File: src/hdl/rsq_pkg.sv
package rsq_pkg;

   // Queue geometry.
   localparam int DEPTH       = 16;
   localparam int DATA_WIDTH  = 32;
   localparam int ADDR_WIDTH  = $clog2(DEPTH);
   localparam int COUNT_WIDTH = $clog2(DEPTH + 1);

   // Command codes carried in the request.
   localparam logic [1:0] CMD_ENQUEUE = 2'd0;
   localparam logic [1:0] CMD_DEQUEUE = 2'd1;
   localparam logic [1:0] CMD_REVERSE = 2'd2;
   localparam logic [1:0] CMD_STATUS  = 2'd3;

   typedef struct packed {
      logic [1:0]            command;
      logic [DATA_WIDTH-1:0] value;
   } req_type;

   typedef struct packed {
      logic                   accepted;
      logic [DATA_WIDTH-1:0]  head_out;
      logic [DATA_WIDTH-1:0]  tail_word;
      logic [COUNT_WIDTH-1:0] occupancy;
      logic                   is_empty;
      logic                   is_full;
   } rsp_type;

endpackage

File: src/hdl/reversible_shift_queue_core.sv
// Channel   Direction  Transfer condition           Payload
// request   in         start && !busy at clock edge req_data  (rsq_pkg::req_type)
// response  out        rsp_strobe, one cycle only   rsp_data  (rsq_pkg::rsp_type)
//
// The time from one request transfer to the next depends on the command. Enqueue,
// status and any refused command go straight to the tail read; a dequeue moves
// every remaining word down one slot, and a reverse swaps pairs of words from both
// ends. The sequencer moves one word of the slot memory per read or write state.
// Reset is synchronous and active high; it empties the queue and idles the
// sequencer. The slot memory is not cleared, as only occupied slots are read.
// The receiver cannot stall: each response is shown for exactly one cycle.
module reversible_shift_queue_core (
   input  logic             clock,
   input  logic             reset,
   input  logic             start,
   output logic             busy,
   input  rsq_pkg::req_type req_data,
   output logic             rsp_strobe,
   output rsq_pkg::rsp_type rsp_data
);

   // One-hot sequencer states.
   typedef enum logic [9:0] {
      S_IDLE    = 10'b00_0000_0001,
      S_DQ_CAP  = 10'b00_0000_0010,
      S_DQ_CHK  = 10'b00_0000_0100,
      S_DQ_WR   = 10'b00_0000_1000,
      S_RV_CHK  = 10'b00_0001_0000,
      S_RV_RDHI = 10'b00_0010_0000,
      S_RV_WRLO = 10'b00_0100_0000,
      S_RV_WRHI = 10'b00_1000_0000,
      S_TAIL    = 10'b01_0000_0000,
      S_RESP    = 10'b10_0000_0000
   } state_type;

   state_type                             state_ff, state_in;
   logic [rsq_pkg::COUNT_WIDTH-1:0]       count_ff, count_in;
   logic [rsq_pkg::ADDR_WIDTH-1:0]        idx_ff, idx_in;
   logic [rsq_pkg::ADDR_WIDTH-1:0]        hi_ff, hi_in;
   logic [rsq_pkg::DATA_WIDTH-1:0]        head_ff, head_in;
   logic [rsq_pkg::DATA_WIDTH-1:0]        tmp_ff, tmp_in;
   logic                                  ok_ff, ok_in;
   logic                                  rsp_strobe_ff, rsp_strobe_in;
   rsq_pkg::rsp_type                      rsp_data_ff, rsp_data_in;

   // Slot memory with one write and one registered read per cycle.
   logic [rsq_pkg::DATA_WIDTH-1:0]        mem [rsq_pkg::DEPTH];
   logic [rsq_pkg::DATA_WIDTH-1:0]        rd_data_ff;
   logic                                  rd_en;
   logic [rsq_pkg::ADDR_WIDTH-1:0]        rd_addr;
   logic                                  wr_en;
   logic [rsq_pkg::ADDR_WIDTH-1:0]        wr_addr;
   logic [rsq_pkg::DATA_WIDTH-1:0]        wr_data;

   logic                                  transfer;
   logic                                  is_empty;
   logic                                  is_full;
   logic [rsq_pkg::COUNT_WIDTH-1:0]       count_m1;
   logic [rsq_pkg::COUNT_WIDTH-1:0]       idx_p1;

   assign busy       = (state_ff != S_IDLE);
   assign transfer   = start && !busy;
   assign is_empty   = (count_ff == '0);
   assign is_full    = (count_ff == rsq_pkg::COUNT_WIDTH'(rsq_pkg::DEPTH));
   assign count_m1   = count_ff - rsq_pkg::COUNT_WIDTH'(1);
   assign idx_p1     = {1'b0, idx_ff} + rsq_pkg::COUNT_WIDTH'(1);
   assign rsp_strobe = rsp_strobe_ff;
   assign rsp_data   = rsp_data_ff;

   always_ff @(posedge clock) begin
      if (wr_en) begin
         mem[wr_addr] <= wr_data;
      end
      if (rd_en) begin
         rd_data_ff <= mem[rd_addr];
      end
   end

   // Sequencer. Each state drives at most one memory access, so the memory
   // port is the shared unit that every command works through.
   always_comb begin
      state_in      = state_ff;
      count_in      = count_ff;
      idx_in        = idx_ff;
      hi_in         = hi_ff;
      head_in       = head_ff;
      tmp_in        = tmp_ff;
      ok_in         = ok_ff;
      rsp_strobe_in = 1'b0;
      rsp_data_in   = rsp_data_ff;
      rd_en         = 1'b0;
      rd_addr       = '0;
      wr_en         = 1'b0;
      wr_addr       = '0;
      wr_data       = req_data.value;

      case (state_ff)
         S_IDLE: begin
            if (transfer) begin
               head_in  = '0;
               ok_in    = 1'b0;
               state_in = S_TAIL;
               case (req_data.command)
                  rsq_pkg::CMD_ENQUEUE: begin
                     // The new word lands at the tail in the transfer cycle.
                     if (!is_full) begin
                        wr_en    = 1'b1;
                        wr_addr  = count_ff[rsq_pkg::ADDR_WIDTH-1:0];
                        count_in = count_ff + rsq_pkg::COUNT_WIDTH'(1);
                        ok_in    = 1'b1;
                     end
                  end
                  rsq_pkg::CMD_DEQUEUE: begin
                     if (!is_empty) begin
                        rd_en    = 1'b1;
                        rd_addr  = '0;
                        ok_in    = 1'b1;
                        state_in = S_DQ_CAP;
                     end
                  end
                  rsq_pkg::CMD_REVERSE: begin
                     if (!is_empty) begin
                        idx_in   = '0;
                        hi_in    = count_m1[rsq_pkg::ADDR_WIDTH-1:0];
                        ok_in    = 1'b1;
                        state_in = S_RV_CHK;
                     end
                  end
                  rsq_pkg::CMD_STATUS: begin
                     ok_in = 1'b1;
                  end
                  default: begin
                     ok_in = 1'b1;
                  end
               endcase
            end
         end

         S_DQ_CAP: begin
            head_in  = rd_data_ff;
            idx_in   = '0;
            state_in = S_DQ_CHK;
         end

         S_DQ_CHK: begin
            // Move slot idx+1 down to slot idx until the last occupied slot.
            if (idx_p1 < count_ff) begin
               rd_en    = 1'b1;
               rd_addr  = idx_p1[rsq_pkg::ADDR_WIDTH-1:0];
               state_in = S_DQ_WR;
            end else begin
               count_in = count_m1;
               state_in = S_TAIL;
            end
         end

         S_DQ_WR: begin
            wr_en    = 1'b1;
            wr_addr  = idx_ff;
            wr_data  = rd_data_ff;
            idx_in   = idx_p1[rsq_pkg::ADDR_WIDTH-1:0];
            state_in = S_DQ_CHK;
         end

         S_RV_CHK: begin
            // The low pointer lives in idx_ff; swap pairs until they meet.
            if (idx_ff < hi_ff) begin
               rd_en    = 1'b1;
               rd_addr  = idx_ff;
               state_in = S_RV_RDHI;
            end else begin
               state_in = S_TAIL;
            end
         end

         S_RV_RDHI: begin
            rd_en    = 1'b1;
            rd_addr  = hi_ff;
            tmp_in   = rd_data_ff;
            state_in = S_RV_WRLO;
         end

         S_RV_WRLO: begin
            wr_en    = 1'b1;
            wr_addr  = idx_ff;
            wr_data  = rd_data_ff;
            state_in = S_RV_WRHI;
         end

         S_RV_WRHI: begin
            wr_en    = 1'b1;
            wr_addr  = hi_ff;
            wr_data  = tmp_ff;
            idx_in   = idx_ff + rsq_pkg::ADDR_WIDTH'(1);
            hi_in    = hi_ff - rsq_pkg::ADDR_WIDTH'(1);
            state_in = S_RV_CHK;
         end

         S_TAIL: begin
            if (!is_empty) begin
               rd_en   = 1'b1;
               rd_addr = count_m1[rsq_pkg::ADDR_WIDTH-1:0];
            end
            state_in = S_RESP;
         end

         S_RESP: begin
            rsp_data_in.accepted  = ok_ff;
            rsp_data_in.head_out  = head_ff;
            rsp_data_in.tail_word = is_empty ? '0 : rd_data_ff;
            rsp_data_in.occupancy = count_ff;
            rsp_data_in.is_empty  = is_empty;
            rsp_data_in.is_full   = is_full;
            rsp_strobe_in         = 1'b1;
            state_in              = S_IDLE;
         end

         default: begin
            state_in = S_IDLE;
         end
      endcase
   end

   always_ff @(posedge clock) begin
      if (reset) begin
         state_ff      <= S_IDLE;
         count_ff      <= '0;
         rsp_strobe_ff <= 1'b0;
      end else begin
         state_ff      <= state_in;
         count_ff      <= count_in;
         rsp_strobe_ff <= rsp_strobe_in;
      end
   end

   always_ff @(posedge clock) begin
      idx_ff      <= idx_in;
      hi_ff       <= hi_in;
      head_ff     <= head_in;
      tmp_ff      <= tmp_in;
      ok_ff       <= ok_in;
      rsp_data_ff <= rsp_data_in;
   end

   // The occupancy never passes the depth.
   assert property (@(posedge clock) disable iff (reset)
      count_ff <= rsq_pkg::COUNT_WIDTH'(rsq_pkg::DEPTH))
      else $error("occupancy exceeds depth");

   // The response state is always followed by exactly one strobe.
   assert property (@(posedge clock) disable iff (reset)
      (state_ff == S_RESP) |=> (rsp_strobe_ff && !busy))
      else $error("response state not followed by strobe");

   // An accepted enqueue raises the occupancy by one.
   assert property (@(posedge clock) disable iff (reset)
      (transfer && (req_data.command == rsq_pkg::CMD_ENQUEUE) && !is_full)
      |=> (count_ff == $past(count_ff) + rsq_pkg::COUNT_WIDTH'(1)))
      else $error("enqueue did not advance occupancy");

   // A swap is only started with the low pointer below the high one.
   assert property (@(posedge clock) disable iff (reset)
      (state_ff == S_RV_RDHI) |-> (idx_ff < hi_ff))
      else $error("reverse swap with crossed pointers");

endmodule

File: config.mk
export PLATFORM = sky130hd
export DESIGN_NAME = reversible_shift_queue_core
export DESIGN_NICKNAME = d
export VERILOG_FILES = /design/src/hdl/rsq_pkg.sv /design/src/hdl/reversible_shift_queue_core.sv
export SDC_FILE = /design/constraint.sdc
export NUM_CORES = 1
export LEC_CHECK = 0
export BUFFER_PORTS_ARGS = -buffer_cell sky130_fd_sc_hd__buf_2
export CORE_UTILIZATION = 53
export DETAILED_ROUTE_END_ITERATION = 7
export PLACE_DENSITY = 0.7
export SLEW_MARGIN = 0
export SYNTH_ARGS = -nofsm -noshare
export SYNTH_HDL_FRONTEND = slang
export SYNTH_SLANG_ARGS = --single-unit
File: constraint.sdc
create_clock -name clock -period 9.4 [get_ports clock]
set_input_delay 1.88 -clock clock [delete_from_list [all_inputs] [get_ports clock]]
set_output_delay 1.88 -clock clock [all_outputs]
set_load 0.01 [all_outputs]
==> results.ini <==
[timing]
hold_viol=0
setup_tns_ps=0
relSlewSlack=0.142
setup_viol=0
fin_crit_sh=0.577
slew_viol_final=0
rsz0062_at_grt=false
period_needed_ps=5430
fmax_mhz=184
finalClockSkew_ps=15.6
tightest_slew_ps=1280

[yosys]
synth_area_leaders=edfxtp_1 (73%), mux2i_1 (7.7%), nand2_1 (3.5%)
seq_area_frac_synth=0.744
netlist_instances=1779
synthMuxAreaShare=0.0952
synth_area_sq_um=28300
ys_async_sr_fraction=0
synth-compound-area-share=0.0520
synth.avg_cell_area_sq_um=15.9
synth-edff-count=689
synthAdderAreaFrac=0.00709
synth.distinct_cells=65
synth-simple-area-share=0.0806
ys_warn_count=0
synth_xor_area_frac=0.00248
synth_top_cell_by_area=edfxtp_1
synthFlopType=edfxtp_1
synth_nets=1832
synth-seq-cells=705
synth_top_family_by_area=multiplexers
synth_top_cell_area_share=0.732

[status]
status=finished, final reports clean

[power_and_ir_drop]
p_clk_frac=0.419
seqPwrFrac=0.552
combPwrFrac=0.029
report.power.total_mw=6.34
vdd.ir_drop.worst_mv=0.112
p_sw_mw=1.27
power.leakage_nw=11.7
power_density_nw_per_um2=200
switching_share=0.200
p_int_mw=5.07

[worst_setup_path]
rrSetupSlack_ps=3970
startpoint=idx_ff[0]$_DFFE_PP_
worstPathRequired_ps=9690
cpPeakStageDelay_ps=740
r2r_cells=12
crit_fanout=145
cp-end-kind=register
r2r_start=idx_ff[0]$_DFFE_PP_
critPathKind=register to register
reg2reg_to=rd_data_ff[18]$_DFFE_PP_
slowest_stage=o221a_4
worstPathArrival_ps=5710
crit_path_start_kind=register
crit_chain=ha_1 -> nand2b_1 -> nand2_1 -> ha_1 -> nand2_1 -> o21ai_1 -> a311o_1 -> o221a_4 -> buf_12 -> mux2_2 -> o21ai_0 -> a221oi_1

[clocking]
clockRootBuffer=clkbuf_16
clk_transition_reported_paths_ps=60
cts_sinks=705
cts_resized=0
postCtsSetupBuffers=0
clock_latency_ps=600
numCtsBuffers=69
cts_hold_buf=0
cts_buffer_depth=3
htreeDepth=3
cts_tree=done

[hold_path]
hold-path-cell-count=0
hp-class=register to register
hold_start=head_ff[16]$_SDFFCE_PN0P_
hold_end=rsp_data[55]$_DFFE_PP_

[routing]
drt_first_iter_violations=1674
drt-vias-per-instance=5.95
ant_nets=0
remaining_drc_errors=0
wl_um=62800
drt_pass1_iterations=7
vias=15600
avgRoutedWirePerCell_um=23.9

[final_layout]
drive_gt1_frac=0.160
layout_commonest_cell=edfxtp_1
nFillCells=3877
seq_area_sq_um=21000
nets=1945
diodes=0
multi_input_area_sq_um=6900
final_cell_mix=edfxtp_1 (689), nand2_1 (261), mux2i_1 (218), buf_2 (110), clkbuf_16 (69)
synthToLayoutAreaGrowth_pct=12.3

[placement]
dpl.hpwl_um=38100
placement.io_buffers=110
globalplace.congestion=0.929

[grt]
grtUsageTotal=0.234
grt_pass1_vias=14900
grt_pass1_wl_um=93100
antenna_found_initial=1
grt_max_degree=146
grt-ovfl-total=0

[floorplan]
die_w_um=233
die_h_um=233
fp-row-count=84
coreArea_sq_um=52700
die_area_sq_um=54200
pin_count=111
start_util=0.537

[run]
cap_violations=0

## power by group through the flow
stage	clock network, mW	logic (mW)	registers [mW]
final	2.66	0.182	3.50
after global routing	2.81	0.197	3.50
after CTS	2.69	0.180	3.50
after detailed placement	0	0.179	3.57
after global placement	0	0.174	3.57
after floorplan	0	0.109	3.56
## sequential cells by signal, indices dropped and copies added, names as in the netlist
signal and cells:
count_ff 5, tmp_ff 32, ok_ff 1, rd_data_ff 32, idx_ff 4, hi_ff 4
rsp_data 72, head_ff 32, state_ff 10, mem 512, rsp_strobe 1
## synthesized netlist by cell type (all sizes together) (2+ instances only)
master  count
nand2     262
a31oi      20
o21bai      2
o211a       2
a222oi      2
nor2b      38
a32oi       2
nand3      15
a311oi     20
o221a       2
or4         2
o21ai      34
a21o        3
and4        2
o22ai      12
mux2       45
inv        20
nor3        6
and3       45
a211oi      6
nor4b       5
and2       35
dfxtp      16
a21oi      17
nor2       40
buf        42
o211ai      3
nand4       4
ha         16
a221o      19
a22oi      36
xnor2       7
nand2b     10
a221oi     13
clkbuf     48
or2         3
mux2i     218
nor4        6
edfxtp    689
## critical path, delay by kind of cell (launching register included)
family                   cells  cell delay [ps]
multiplexers                 1              420
flip-flops                   1              590
AO/OA/AOI/OAI                5             2290
buffers and inverters        1              680
AND/OR/NAND/NOR              3              260
adder cells (fa/ha/maj)      2              570
## area by class of cell
class                   count  share of cell area
clock buffers              76              0.0553
multi-input cells         964               0.217
flip-flops and latches    705               0.662
well taps                 688              0.0271
repair buffers            132              0.0230
inverters                  20             0.00237
clock inverters            42              0.0124
## cells by family after synthesis
logic type	after synthesis
buffers and inverters	110
flip-flops	705
adder cells (fa/ha/maj)	16
AND/OR/NAND/NOR	476
AO/OA/AOI/OAI	201
XOR/XNOR	8
multiplexers	263
## how the worst max path moves through the flow
stage | cells after the start | slack (ps) | end
global placement | 12 | 4260 | rd_data_ff[15]$_DFFE_PP_
floorplan | 4 | 930 | rsp_data[0]$_DFFE_PP_
detailed placement | 12 | 4200 | rd_data_ff[15]$_DFFE_PP_
global route | 12 | 3640 | rd_data_ff[15]$_DFFE_PP_
CTS | 12 | 4170 | rd_data_ff[18]$_DFFE_PP_
finish | 12 | 3970 | rd_data_ff[18]$_DFFE_PP_
## per-stage QoR
stage                     worst slack [ps]  instance area, sq um  std cells  hold WS, ps  utilization
after detailed placement              4200                 29600       2509          405        0.562
after CTS                             4170                 31700       2627          419        0.602
after global placement                4260                 29600       2509          403        0.562
after floorplan                        933                 28300       1779          400            -
after global routing                  3640                 31700       2627          423        0.602
final                                 3970                 31700       2627          418        0.602
## layer usage
metal	GRT usage	share of wire	vias to the layer above
met5	0	0.00014	-
li1	-	-	7056
met1	0.348	0.44	7781
met4	0.0635	0.016	2
met3	0.0728	0.12	86
met2	0.331	0.43	716
No activity file was read; power rests on OpenSTA's default activity.
